--- src/sv/mcdbe_pkg.sv ---
// Package for the multi-column delta byte encoder.
// Holds sizes, register indexes, code kinds and byte masks.
// Depends on nothing; used by multi_column_delta_byte_encoder_core.
package mcdbe_pkg;

  localparam int MAX_COLUMNS = 32;
  localparam int COL_W = (MAX_COLUMNS > 1) ? $clog2(MAX_COLUMNS) : 1;
  localparam int CNT_W = $clog2(MAX_COLUMNS + 1);

  typedef logic [COL_W-1:0] col_idx_t;
  typedef logic [CNT_W-1:0] col_cnt_t;

  localparam int NUM_COLS_W = 6;
  localparam int REFRESH_W = 16;
  localparam int CFG_DATA_W = 16;
  localparam int CFG_INDEX_W = 1;

  localparam logic [CFG_INDEX_W-1:0] CFG_NUM_COLS = 1'd0;
  localparam logic [CFG_INDEX_W-1:0] CFG_REFRESH = 1'd1;

  localparam logic [1:0] KIND_RAW = 2'd0;
  localparam logic [1:0] KIND_SMALL = 2'd1;
  localparam logic [1:0] KIND_MEDIUM = 2'd2;

  localparam logic [31:0] SMALL_LIMIT = 32'd8191;
  localparam logic [31:0] MEDIUM_LIMIT = 32'd2097151;
  localparam logic [15:0] REFRESH_MAX = 16'hFFFF;

  localparam logic [7:0] RAW_TOP_MASK = 8'b0111_1111;
  localparam logic [7:0] DELTA_LEAD = 8'b1110_0000;
  localparam logic [7:0] DOWN_MASK = 8'b1011_1111;
  localparam logic [7:0] SMALL_MASK = 8'b1101_1111;

endpackage

--- src/sv/multi_column_delta_byte_encoder_core.sv ---
// Multi-column delta byte encoder, top level.
// Uses mcdbe_pkg for sizes, code kinds and byte masks.
//
// Usage:
//   Samples enter on sample/sample_valid/sample_stall, one 32-bit value per
//   transaction, in column order; num_cols columns make one row. Encoded
//   bytes leave on out_byte/byte_valid/byte_stall with last_of_sample,
//   end_of_row and code_kind alongside every byte.
//   A raw sample gives four bytes, a two-byte delta two, a three-byte
//   delta three. Bytes go out one per cycle while byte_stall is low, and
//   the byte serializer sets the throughput. A sample passes through
//   the input register and then the encoder register before its first
//   byte leaves.
//   The input register takes the next sample while the current one is
//   still being shifted out, so the output stays busy back to back.
//   When the receiver stalls, the current byte holds, and sample_stall
//   rises once the input register is also full.
//   Reset clears the column position, the row counters and the pipeline,
//   and sets num_cols to 1 and refresh_interval to 0. Configuration is
//   written through cfg_write/cfg_index/cfg_data while the block is idle.
module multi_column_delta_byte_encoder_core (
  input  logic                                clk,
  input  logic                                rst,
  input  logic                                cfg_write,
  input  logic [mcdbe_pkg::CFG_INDEX_W-1:0]   cfg_index,
  input  logic [mcdbe_pkg::CFG_DATA_W-1:0]    cfg_data,
  input  logic                                sample_valid,
  output logic                                sample_stall,
  input  logic [31:0]                         sample,
  output logic                                byte_valid,
  input  logic                                byte_stall,
  output logic [7:0]                          out_byte,
  output logic                                last_of_sample,
  output logic                                end_of_row,
  output logic [1:0]                          code_kind
);

  // Configuration registers.
  logic [mcdbe_pkg::NUM_COLS_W-1:0] num_cols;
  logic [mcdbe_pkg::REFRESH_W-1:0]  refresh_interval;

  // Encoder state.
  logic [31:0]          last_values [mcdbe_pkg::MAX_COLUMNS];
  mcdbe_pkg::col_idx_t  column_index;
  logic                 row_is_raw;
  logic                 have_origin;
  logic [15:0]          rows_since_refresh;

  // Input register.
  logic        in_full;
  logic [31:0] in_sample;

  // Byte serializer: bytes are left aligned and shifted out from the top.
  logic        pack_valid;
  logic [31:0] pack_data;
  logic [1:0]  pack_left;
  logic        pack_eor;
  logic [1:0]  pack_kind;

  logic                byte_take;
  logic                load;
  mcdbe_pkg::col_cnt_t cols;
  mcdbe_pkg::col_cnt_t col_sel;
  mcdbe_pkg::col_idx_t col;
  logic                eor;
  logic                refresh;
  logic                row_start;
  logic                start_raw;
  logic                cur_raw;
  logic [31:0]         prev;
  logic                up;
  logic [31:0]         mag;
  logic [7:0]          lead_byte;
  logic [31:0]         enc_data;
  logic [1:0]          enc_left;
  logic [1:0]          enc_kind;

  assign byte_take = pack_valid && !byte_stall;
  assign load = in_full && (!pack_valid || (byte_take && (pack_left == 2'd0)));
  assign sample_stall = in_full && !load;

  assign byte_valid = pack_valid;
  assign out_byte = pack_data[31:24];
  assign last_of_sample = (pack_left == 2'd0);
  assign end_of_row = pack_eor;
  assign code_kind = pack_kind;

  // Column bookkeeping. A column count of zero acts as one column.
  always_comb begin
    if (num_cols == '0) begin
      cols = mcdbe_pkg::col_cnt_t'(1);
    end else if (int'(num_cols) > mcdbe_pkg::MAX_COLUMNS) begin
      cols = mcdbe_pkg::col_cnt_t'(mcdbe_pkg::MAX_COLUMNS);
    end else begin
      cols = mcdbe_pkg::col_cnt_t'(num_cols);
    end
    // If the count shrank mid-row, the current sample closes the row.
    if (mcdbe_pkg::col_cnt_t'(column_index) >= cols) begin
      col_sel = cols - mcdbe_pkg::col_cnt_t'(1);
    end else begin
      col_sel = mcdbe_pkg::col_cnt_t'(column_index);
    end
    col = col_sel[mcdbe_pkg::COL_W-1:0];
    eor = (col_sel + mcdbe_pkg::col_cnt_t'(1)) >= cols;
  end

  // Raw or delta decision for the row, taken on column zero.
  always_comb begin
    row_start = (column_index == '0);
    refresh = (refresh_interval != '0) && (rows_since_refresh >= refresh_interval);
    start_raw = !have_origin || refresh;
    cur_raw = row_start ? start_raw : row_is_raw;
  end

  always_comb begin
    prev = last_values[col];
    up = (in_sample >= prev);
    mag = up ? (in_sample - prev) : (prev - in_sample);
    lead_byte = mcdbe_pkg::DELTA_LEAD;
    enc_data = {in_sample[31:24] & mcdbe_pkg::RAW_TOP_MASK, in_sample[23:0]};
    enc_left = 2'd3;
    enc_kind = mcdbe_pkg::KIND_RAW;
    if (!cur_raw && (mag <= mcdbe_pkg::SMALL_LIMIT)) begin
      lead_byte = (mcdbe_pkg::DELTA_LEAD | {3'b000, mag[12:8]}) & mcdbe_pkg::SMALL_MASK;
      if (!up) begin
        lead_byte = lead_byte & mcdbe_pkg::DOWN_MASK;
      end
      enc_data = {lead_byte, mag[7:0], 16'h0000};
      enc_left = 2'd1;
      enc_kind = mcdbe_pkg::KIND_SMALL;
    end else if (!cur_raw && (mag <= mcdbe_pkg::MEDIUM_LIMIT)) begin
      lead_byte = mcdbe_pkg::DELTA_LEAD | {3'b000, mag[20:16]};
      if (!up) begin
        lead_byte = lead_byte & mcdbe_pkg::DOWN_MASK;
      end
      enc_data = {lead_byte, mag[15:0], 8'h00};
      enc_left = 2'd2;
      enc_kind = mcdbe_pkg::KIND_MEDIUM;
    end
  end

  always_ff @(posedge clk) begin
    if (rst) begin
      num_cols <= mcdbe_pkg::NUM_COLS_W'(1);
      refresh_interval <= '0;
    end else if (cfg_write) begin
      case (cfg_index)
        mcdbe_pkg::CFG_NUM_COLS: num_cols <= cfg_data[mcdbe_pkg::NUM_COLS_W-1:0];
        mcdbe_pkg::CFG_REFRESH:  refresh_interval <= cfg_data[mcdbe_pkg::REFRESH_W-1:0];
        default: ;
      endcase
    end
  end

  always_ff @(posedge clk) begin
    if (rst) begin
      in_full <= 1'b0;
    end else if (sample_valid && !sample_stall) begin
      in_full <= 1'b1;
    end else if (load) begin
      in_full <= 1'b0;
    end
  end

  always_ff @(posedge clk) begin
    if (sample_valid && !sample_stall) begin
      in_sample <= sample;
    end
  end

  always_ff @(posedge clk) begin
    if (rst) begin
      column_index <= '0;
      row_is_raw <= 1'b0;
      have_origin <= 1'b0;
      rows_since_refresh <= '0;
    end else if (load) begin
      column_index <= eor ? '0 : col + mcdbe_pkg::col_idx_t'(1);
      if (row_start) begin
        row_is_raw <= start_raw;
        if (start_raw) begin
          rows_since_refresh <= '0;
          have_origin <= 1'b1;
        end else if (rows_since_refresh != mcdbe_pkg::REFRESH_MAX) begin
          rows_since_refresh <= rows_since_refresh + 16'd1;
        end
      end
    end
  end

  always_ff @(posedge clk) begin
    if (load) begin
      last_values[col] <= in_sample;
    end
  end

  always_ff @(posedge clk) begin
    if (rst) begin
      pack_valid <= 1'b0;
      pack_left <= 2'd0;
    end else if (load) begin
      pack_valid <= 1'b1;
      pack_left <= enc_left;
    end else if (byte_take) begin
      if (pack_left == 2'd0) begin
        pack_valid <= 1'b0;
      end else begin
        pack_left <= pack_left - 2'd1;
      end
    end
  end

  always_ff @(posedge clk) begin
    if (load) begin
      pack_data <= enc_data;
      pack_eor <= eor;
      pack_kind <= enc_kind;
    end else if (byte_take) begin
      pack_data <= {pack_data[23:0], 8'h00};
    end
  end

  // A sample's bytes go out without a different sample cutting in.
  assert property (@(posedge clk) disable iff (rst)
    byte_take && !last_of_sample |=> byte_valid && $stable(code_kind) && $stable(end_of_row))
    else $error("sample interrupted before its last byte");

  // The first byte carries the marker bit: clear for raw, set for a delta.
  assert property (@(posedge clk) disable iff (rst)
    byte_valid && (code_kind == mcdbe_pkg::KIND_RAW) && (pack_left == 2'd3) |-> !out_byte[7])
    else $error("raw lead byte has marker bit set");

  assert property (@(posedge clk) disable iff (rst)
    byte_valid && (((code_kind == mcdbe_pkg::KIND_SMALL) && (pack_left == 2'd1)) ||
                   ((code_kind == mcdbe_pkg::KIND_MEDIUM) && (pack_left == 2'd2)))
    |-> out_byte[7])
    else $error("delta lead byte has marker bit clear");

  // A sample that ends a row sends the next one to column zero.
  assert property (@(posedge clk) disable iff (rst)
    load && eor |=> column_index == '0)
    else $error("column index not wrapped at end of row");

  // An empty input register never holds off the sender.
  assert property (@(posedge clk) disable iff (rst)
    !in_full |-> !sample_stall)
    else $error("stall raised with empty input register");

endmodule
--- config.mk ---
export PLATFORM = sky130hd
export DESIGN_NAME = multi_column_delta_byte_encoder_core
export DESIGN_NICKNAME = d
export VERILOG_FILES = /design/src/sv/mcdbe_pkg.sv /design/src/sv/multi_column_delta_byte_encoder_core.sv
export SDC_FILE = /design/constraint.sdc
export NUM_CORES = 1
export LEC_CHECK = 0
export ABC_CLOCK_PERIOD_IN_PS = 19700
export BUFFER_PORTS_ARGS = -buffer_cell sky130_fd_sc_hd__buf_4
export CAP_MARGIN = 20
export CORE_ASPECT_RATIO = 0.9
export CORE_MARGIN = 4
export CORE_UTILIZATION = 50
export DETAILED_ROUTE_END_ITERATION = 16
export GPL_ROUTABILITY_DRIVEN = 0
export PLACE_DENSITY = 0.66
export RECOVER_POWER = 50
export SYNTH_ARGS = -nofsm -noshare
export SYNTH_HDL_FRONTEND = slang
export SYNTH_SLANG_ARGS = --single-unit
--- constraint.sdc ---
create_clock -name clk -period 19.7 [get_ports clk]
set_input_delay 3.94 -clock clk [delete_from_list [all_inputs] [get_ports clk]]
set_output_delay 3.94 -clock clk [all_outputs]
set_load 0.01 [all_outputs]
==> metrics.txt, run 1 <==
# TYPE chip_impl_metric gauge
chip_impl_info{name="status",value="finished, violations left"} 1
chip_impl_info{name="failed_checks",value="capacitance limit, slew limit"} 1
chip_impl_metric{name="final_util",unit="%"} 55.71
chip_impl_metric{name="actual_slew_at_the_worst_max_slew_pin",unit="ps"} 2669
chip_impl_info{name="critPathSlowestCell",value="sky130_fd_sc_hd__or4_1"} 1
chip_impl_metric{name="dieHeight",unit="um"} 308.8
chip_impl_metric{name="globalRouteTotalUtil",unit="%"} 28.61
chip_impl_metric{name="max-cap-violations",unit=""} 25
chip_impl_metric{name="slew-limit-headroom",unit="%"} -77.90
chip_impl_metric{name="max_clock_freq",unit="MHz"} 87.23
chip_impl_metric{name="crit_path_max_fanout",unit=""} 94
chip_impl_metric{name="start_util",unit="%"} 50.31
chip_impl_metric{name="report.final.setup_viol",unit=""} 0
chip_impl_metric{name="detail-route-antenna-nets",unit=""} 0
chip_impl_metric{name="grt_first_pass_wirelength",unit="um"} 223300
chip_impl_metric{name="total_nets_after_synthesis",unit=""} 4022
chip_impl_metric{name="dpl-instance-area",unit="mm2"} 0.05234
chip_impl_metric{name="timing.critical_path.slowest_cell_delay",unit="ps"} 820
chip_impl_metric{name="final_nets",unit=""} 4001
chip_impl_metric{name="placed_cells",unit=""} 5079
chip_impl_metric{name="setup-tns-final",unit="ps"} 0
chip_impl_metric{name="timing.critical_path.arrival",unit="ps"} 11790
chip_impl_metric{name="count_of_pins_on_the_block_boundary",unit=""} 68
chip_impl_metric{name="synth-edff-count",unit=""} 1091
chip_impl_metric{name="avgRoutedWirePerCell",unit="um"} 29.26
chip_impl_info{name="cts_tree",value="done"} 1
chip_impl_metric{name="critical_path_required",unit="ps"} 20020
chip_impl_metric{name="timing.final.hold_violations",unit=""} 0
chip_impl_metric{name="synth_sequential_area_ratio",unit="%"} 67.12
chip_impl_metric{name="dr_total_vias",unit=""} 34580
chip_impl_info{name="critical_path.startpoint_type",value="flip-flop"} 1
chip_impl_metric{name="post_cts.resized_instances",unit=""} 0
chip_impl_metric{name="power_per_cell_area",unit="mW/mm2"} 140.2
chip_impl_metric{name="place_ws",unit="ps"} 8199
chip_impl_info{name="cp-end-kind",value="flip-flop"} 1
chip_impl_metric{name="clock_latency",unit="ps"} 710
chip_impl_info{name="synth_flop_cell",value="sky130_fd_sc_hd__edfxtp_1"} 1
chip_impl_metric{name="regArea",unit="mm2"} 0.03374
chip_impl_metric{name="filler_cell_count",unit=""} 8185
chip_impl_metric{name="areaGrowthSynthToFinish",unit="%"} 10.73
chip_impl_metric{name="hpwl_dp",unit="um"} 87110
chip_impl_metric{name="die_x",unit="um"} 342.2
chip_impl_metric{name="power.ir.vdd_worst",unit="mV"} 0.09606
chip_impl_metric{name="yosys.cell_types.count",unit=""} 77
chip_impl_metric{name="std_cell_rows",unit=""} 110
chip_impl_metric{name="synthesis.area",unit="mm2"} 0.05027
chip_impl_metric{name="tritoncts.num_buffers",unit=""} 109
chip_impl_metric{name="ys.warnings.count",unit=""} 0
chip_impl_metric{name="ctsHtreeMaxLevel",unit=""} 3
chip_impl_metric{name="path_clk_slew",unit="ps"} 60
chip_impl_info{name="grt_setup_unrepaired",value="false"} 1
chip_impl_metric{name="initialDrtViolationCount",unit=""} 4856
chip_impl_metric{name="place.port_buffers",unit=""} 67
chip_impl_metric{name="cellLeakagePower",unit="nW"} 19.38
chip_impl_metric{name="grt_pass1_vias",unit=""} 32580
chip_impl_metric{name="postLayoutSetupSlackWorst",unit="ps"} 8237
chip_impl_info{name="holdCritPathClass",value="reg2reg"} 1
chip_impl_info{name="min-delay-start",value="refresh_interval[15]"} 1
chip_impl_metric{name="avg_inst_size_synth",unit="um2"} 12.99
chip_impl_info{name="crit_top_cell",value="sky130_fd_sc_hd__a21o_1"} 1
chip_impl_metric{name="largest_clock_skew_in_the_final_design",unit="ps"} 36.70
chip_impl_metric{name="total_area_of_multi_input_combinational_cells",unit="mm2"} 0.01533
chip_impl_info{name="clock_tree.root_cell",value="sky130_fd_sc_hd__clkbuf_16"} 1
chip_impl_metric{name="post_synth_inst_count",unit=""} 3869
chip_impl_metric{name="clock_path_buffers",unit=""} 3
chip_impl_metric{name="final-instance-count-excl-fill",unit=""} 5282
chip_impl_info{name="criticalPathCategory",value="reg2reg"} 1
chip_impl_info{name="startpoint",value="num_cols[5]"} 1
chip_impl_metric{name="wirelength",unit="um"} 154500
chip_impl_metric{name="remaining_drc_errors",unit=""} 0
chip_impl_metric{name="detail_route.vias_per_cell",unit=""} 6.546
chip_impl_metric{name="timing.final.crit_share",unit="%"} 58.19
chip_impl_metric{name="post_cts_buffers",unit=""} 0
chip_impl_metric{name="clock_sinks",unit=""} 1140
chip_impl_metric{name="post-route-cell-area",unit="mm2"} 0.05567
chip_impl_metric{name="drive_above_1_share",unit="%"} 8.814
chip_impl_metric{name="dr.pass1.iters",unit=""} 6
chip_impl_metric{name="synth.ff_latch_count",unit=""} 1140
chip_impl_metric{name="finalCriticalPeriod",unit="ps"} 11460
chip_impl_metric{name="antenna_found_initial",unit=""} 2
chip_impl_metric{name="slew_viols_final",unit=""} 903
chip_impl_metric{name="synth-async-reset-ratio",unit="%"} 0
chip_impl_metric{name="die_outline_area",unit="mm2"} 0.1057
chip_impl_metric{name="cts.hold.buffers_added",unit=""} 0
chip_impl_info{name="crit-reg2reg-launch",value="num_cols[5]"} 1
chip_impl_metric{name="grt_remaining_overflow",unit=""} 0
chip_impl_metric{name="floorplan.core_area",unit="mm2"} 0.09992
chip_impl_metric{name="grt_max_degree",unit=""} 166
==> stage by stage <==
stage               total power, mW  hold slack [ps]
floorplan                     4.800            429.9
global placement              5.667            442.6
detailed placement            5.670            451.1
CTS                           7.710            466.6
global route                  8.114            491.1
finish                        7.805            463.2
==> state kept, by name (all words and copies together), names as in the netlist <==
name                cells
byte_valid              1
code_kind               2
column_index            5
end_of_row              1
have_origin             1
in_full                 1
in_sample              32
last_values          1024
num_cols                6
pack_data              32
pack_left               2
refresh_interval       16
row_is_raw              1
rows_since_refresh     16
==> worst max-delay path: cells and delay by family (launching register included) <==
| kind | cells | cell delay [ps] |
|---|---|---|
| fa+ha+maj | 2 | 700 |
| simple gates | 8 | 2970 |
| buf+inv | 7 | 3450 |
| compound gates | 13 | 2920 |
| mux | 1 | 300 |
| xor+xnor | 1 | 190 |
| flops | 1 | 330 |
==> cell families after synthesis <==
group,share of synthesized area [%]
flops,67.12
buf+inv,3.001
compound gates,14.69
fa+ha+maj,2.494
simple gates,11.45
xor+xnor,0.6969
mux,0.5426
==> metal layers <==
metal  vias to the layer above  global-route usage, %  routed length (um)
li1                      15030                      -                   -
met1                     17110                  41.23               62210
met2                      2076                  42.79               67970
met3                       359                  6.270               17900
met4                         2                  11.11                6429
met5                         -                      0                  12
==> area by class of cell <==
cell class                 count  share of cell area (%)
antenna                        1                0.004495
clock buffer                 132                   5.055
clock inverter                68                   1.158
inverter                      77                  0.5462
multi-input combinational   2353                   27.55
sequential                  1140                   60.62
tap                         1344                   3.021
timing repair buffer         167                   2.054
==> final timing paths <==
path,to,slack (ps),depth (start not counted)
setup / recovery,pack_data[23],8240,32
hold / removal,refresh_interval[15],460,2
setup reg to reg,pack_data[23],8240,32
hold reg to reg,refresh_interval[15],460,2
==> placed cells by master, fill, tap and decap left out, drive strengths merged, types with 15 or more instances in the layout <==
master / synthesis / layout
buf: 56 / 100
and2: 22 / 22
nand2: 500 / 500
a21o: 35 / 35
ha: 97 / 97
dfxtp: 49 / 49
and4: 24 / 24
clkinv: 1 / 54
mux2i: 25 / 25
o21bai: 82 / 82
xor2: 19 / 19
xnor2: 21 / 21
inv: 76 / 78
o21ai: 63 / 63
nand3: 24 / 24
a211oi: 341 / 341
and3: 335 / 335
clkbuf: 243 / 199
o2111a: 29 / 29
o22a: 72 / 72
a21oi: 102 / 102
or3: 20 / 20
o31ai: 15 / 15
a31oi: 189 / 189
edfxtp: 1091 / 1091
nor3: 24 / 24
nor2: 123 / 123
nand4: 49 / 49
==> synth_stat cells (all sizes together) (25+ instances only) <==
master / number / area [um2]
a211oi: 341 / 2565
a21o: 35 / 262.8
a21oi: 102 / 518.0
a31oi: 189 / 1182
and3: 335 / 2096
buf: 56 / 307.8
clkbuf: 243 / 912.1
dfxtp: 49 / 980.9
edfxtp: 1091 / 32760
ha: 97 / 1214
inv: 76 / 285.3
mux2i: 25 / 250.2
nand2: 500 / 1884
nand4: 49 / 306.5
nor2: 123 / 464.2
o2111a: 29 / 326.6
o21ai: 63 / 315.3
o21bai: 82 / 615.6
o22a: 72 / 630.6
==> where the power goes <==
part	internal [mW]	total, mW	switching (mW)
logic	0.925	3.02	2.09
clock network	1.15	2.06	0.912
registers	2.71	2.73	0.0158
total	4.78	7.81	3.02
Note: power is estimated with default switching activity, not from simulation.
==> run 2: changes to the inputs <==
- ABC_AREA: default -> 1
- ABC_CLOCK_PERIOD_IN_PS: 19700 -> 10950
- clock period: 19.7 -> 10.95 ns (I/O delays scaled with it)
==> run 2 against run 1 <==
Net effect: the run still ends with capacitance limit, slew limit left; design area up 4.8%; hold slack improved by 7.6 ps; clock power is 79% higher; first-iteration DRC count up 5.0%; sequential share of layout area is 2.8 points lower; fmax rose by 26%; clock-buffer cell count is 9 higher; critical path type unchanged; critical endpoint is now pack_data[8].
==> metrics.txt, run 2 <==
# TYPE chip_impl_metric gauge
chip_impl_info{name="status",value="finished, violations left"} 1
chip_impl_info{name="failed_checks",value="capacitance limit, slew limit"} 1
chip_impl_metric{name="clock_latency",unit="ps"} 700
chip_impl_metric{name="wirelength",unit="um"} 152700
chip_impl_metric{name="synthesis.area",unit="mm2"} 0.05265
chip_impl_metric{name="setup-tns-final",unit="ps"} 0
chip_impl_metric{name="power_per_cell_area",unit="mW/mm2"} 283.4
chip_impl_metric{name="antenna_found_initial",unit=""} 6
chip_impl_metric{name="largest_clock_skew_in_the_final_design",unit="ps"} 33.50
chip_impl_metric{name="detail_route.vias_per_cell",unit=""} 5.519
chip_impl_info{name="cts_tree",value="done"} 1
chip_impl_metric{name="synth-edff-count",unit=""} 1091
chip_impl_info{name="critPathSlowestCell",value="sky130_fd_sc_hd__o21ai_2"} 1
chip_impl_metric{name="clock_sinks",unit=""} 1140
chip_impl_metric{name="critical_path_required",unit="ps"} 11460
chip_impl_metric{name="count_of_pins_on_the_block_boundary",unit=""} 68
chip_impl_metric{name="power",unit="mW"} 16.53
chip_impl_metric{name="avgRoutedWirePerCell",unit="um"} 21.86
chip_impl_metric{name="post_synth_inst_count",unit=""} 5474
chip_impl_metric{name="die_x",unit="um"} 350.0
chip_impl_info{name="synth_flop_cell",value="sky130_fd_sc_hd__edfxtp_1"} 1
chip_impl_info{name="crit_top_cell",value="sky130_fd_sc_hd__nand2_1"} 1
chip_impl_metric{name="slew-limit-headroom",unit="%"} -63.03
chip_impl_metric{name="finalCriticalPeriod",unit="ps"} 9069
chip_impl_metric{name="start_util",unit="%"} 50.56
chip_impl_metric{name="drive_above_1_share",unit="%"} 6.887
chip_impl_info{name="synth.cells.most_frequent",value="sky130_fd_sc_hd__nand2_1, sky130_fd_sc_hd__edfxtp_1, sky130_fd_sc_hd__inv_1, sky130_fd_sc_hd__nand3_1, sky130_fd_sc_hd__nor2_1"} 1
chip_impl_info{name="critical_path.startpoint_type",value="flip-flop"} 1
chip_impl_metric{name="post-synth-top-area-fraction",unit="%"} 62.23
chip_impl_info{name="most-common-layout-cells",value="sky130_fd_sc_hd__nand2_1, sky130_fd_sc_hd__edfxtp_1, sky130_fd_sc_hd__inv_1"} 1
chip_impl_metric{name="grt_remaining_overflow",unit=""} 0
chip_impl_metric{name="clock_path_buffers",unit=""} 3
chip_impl_metric{name="dr.pass1.iters",unit=""} 6
chip_impl_metric{name="synth-async-reset-ratio",unit="%"} 0
chip_impl_info{name="post-synth-top-count-cell",value="sky130_fd_sc_hd__nand2_1"} 1
chip_impl_metric{name="grt_max_degree",unit=""} 164
chip_impl_info{name="layout_commonest_cell",value="sky130_fd_sc_hd__nand2_1"} 1
chip_impl_metric{name="hpwl_dp",unit="um"} 91900
chip_impl_metric{name="post-route-cell-area",unit="mm2"} 0.05834
chip_impl_metric{name="cts.hold.buffers_added",unit=""} 0
chip_impl_info{name="clock_tree.root_cell",value="sky130_fd_sc_hd__clkbuf_16"} 1
chip_impl_metric{name="post_cts_buffers",unit=""} 0
chip_impl_metric{name="max-cap-violations",unit=""} 33
chip_impl_metric{name="slew_viols_final",unit=""} 1186
chip_impl_metric{name="path_clk_slew",unit="ps"} 60
chip_impl_info{name="synthTopCellsByArea",value="sky130_fd_sc_hd__edfxtp_1, sky130_fd_sc_hd__nand2_1, sky130_fd_sc_hd__nand3_1"} 1
chip_impl_metric{name="dpl-instance-area",unit="mm2"} 0.05505
chip_impl_metric{name="postLayoutSetupSlackWorst",unit="ps"} 1881
chip_impl_metric{name="detail-route-antenna-nets",unit=""} 0
chip_impl_metric{name="max_clock_freq",unit="MHz"} 110.3
chip_impl_metric{name="yosys.cell_types.count",unit=""} 50
chip_impl_info{name="grt_setup_unrepaired",value="false"} 1
chip_impl_metric{name="dieHeight",unit="um"} 315.8
chip_impl_metric{name="globalRouteTotalUtil",unit="%"} 27.39
chip_impl_metric{name="place_ws",unit="ps"} 2191
chip_impl_metric{name="initialDrtViolationCount",unit=""} 5099
chip_impl_metric{name="report.final.setup_viol",unit=""} 0
chip_impl_metric{name="post_cts.resized_instances",unit=""} 0
chip_impl_info{name="regMostFlops",value="last_values"} 1
chip_impl_metric{name="floorplan.core_area",unit="mm2"} 0.1041
chip_impl_metric{name="total_nets_after_synthesis",unit=""} 5627
chip_impl_metric{name="avg_inst_size_synth",unit="um2"} 9.617
chip_impl_metric{name="timing.final.crit_share",unit="%"} 82.82
chip_impl_metric{name="crit_path_max_fanout",unit=""} 38
chip_impl_metric{name="actual_slew_at_the_worst_max_slew_pin",unit="ps"} 2445
chip_impl_metric{name="cellLeakagePower",unit="nW"} 23.33
chip_impl_metric{name="grt_first_pass_wirelength",unit="um"} 226000
chip_impl_metric{name="std_cell_rows",unit=""} 112
chip_impl_info{name="holdCritPathClass",value="reg2reg"} 1
chip_impl_metric{name="grt_pass1_vias",unit=""} 35780
chip_impl_info{name="synth_area_leader",value="sky130_fd_sc_hd__edfxtp_1"} 1
chip_impl_info{name="cp-end-kind",value="flip-flop"} 1
chip_impl_metric{name="synth.ff_latch_count",unit=""} 1140
chip_impl_metric{name="tritoncts.num_buffers",unit=""} 111
chip_impl_metric{name="final_nets",unit=""} 5678
chip_impl_info{name="criticalPathCategory",value="reg2reg"} 1
chip_impl_metric{name="timing.critical_path.arrival",unit="ps"} 9580
chip_impl_metric{name="place.port_buffers",unit=""} 67
chip_impl_metric{name="dr_total_vias",unit=""} 38570
chip_impl_metric{name="ys.warnings.count",unit=""} 0
chip_impl_metric{name="areaGrowthSynthToFinish",unit="%"} 10.82
chip_impl_metric{name="ctsHtreeMaxLevel",unit=""} 3
chip_impl_metric{name="remaining_drc_errors",unit=""} 0
chip_impl_metric{name="synth_sequential_area_ratio",unit="%"} 64.09
chip_impl_info{name="top_regs",value="last_values x1024, in_sample x32, pack_data x32"} 1
chip_impl_metric{name="power.ir.vdd_worst",unit="mV"} 0.2315
chip_impl_metric{name="final_util",unit="%"} 56.03
chip_impl_metric{name="timing.critical_path.slowest_cell_delay",unit="ps"} 710
chip_impl_metric{name="timing.final.hold_violations",unit=""} 0
chip_impl_metric{name="die_outline_area",unit="mm2"} 0.1106
chip_impl_metric{name="largest_register_ffs",unit=""} 1024
==> run 2: report_power, final <==
group          switching (mW)  internal, mW
Combinational            5.72          2.20
Clock                    1.63          2.06
Sequential             0.0288          4.90
==> run 2: cell families (layout without fill, tap and decap cells) <==
group / after synthesis / after routing / share of synthesized area (%)
buffers and inverters: 832 / 977 / 6.258
AOI/OAI and AO/OA: 376 / 376 / 3.800
adders and majority gates: 99 / 99 / 2.381
muxes: 1 / 1 / 0.01901
DFF: 1140 / 1140 / 64.09
other: 0 / 1 / 0
xor gates and xnor gates: 22 / 22 / 0.3660
and+or+nand+nor: 3004 / 3004 / 23.08
==> run 2: final timing paths <==
path,startpoint,endpoint,slack (ps),cells past startpoint
setup / recovery,num_cols[2],pack_data[8],1880,34
hold / removal,rows_since_refresh[14],rows_since_refresh[14],470,2
setup reg to reg,num_cols[2],pack_data[8],1880,34
hold reg to reg,rows_since_refresh[14],rows_since_refresh[14],470,2
==> run 2: per-stage QoR <==
stage,cells,hold WS (ps)
after floorplan,5474,440.4
after global placement,6780,465.8
after detailed placement,6780,464.7
after CTS,6987,475.3
after global routing,6987,501.0
final,6988,470.8
==> run 2: layout make-up <==
type,instances,area (um2)
Clock inverter,66,533.0
Sequential cell,1140,33740
Multi-Input combinational cell,3502,15930
Antenna cell,1,2.502
Tap cell,1368,1712
Fill cell,9008,45780
Inverter,600,2261
Clock buffer,141,2933
Timing Repair Buffer,170,1229
==> run 2: routing by layer <==
metal | share of wire [%] | up-vias | GRT usage (%) | wire length (um)
met3 | 11 | 299 | 5.097 | 16750
met4 | 3.7 | 0 | 8.981 | 5616
met2 | 44 | 2001 | 41.78 | 67020
li1 | - | 17990 | - | -
met1 | 41 | 18280 | 39.92 | 63350
met5 | 0 | - | 0 | 0
==> run 2: worst max-delay path, delay by kind of cell (launching register included) <==
kind	cells	cell delay, ps
and+or+nand+nor	20	4580
buffers and inverters	5	1430
adders and majority gates	2	780
DFF	1	320
AOI/OAI and AO/OA	7	1750
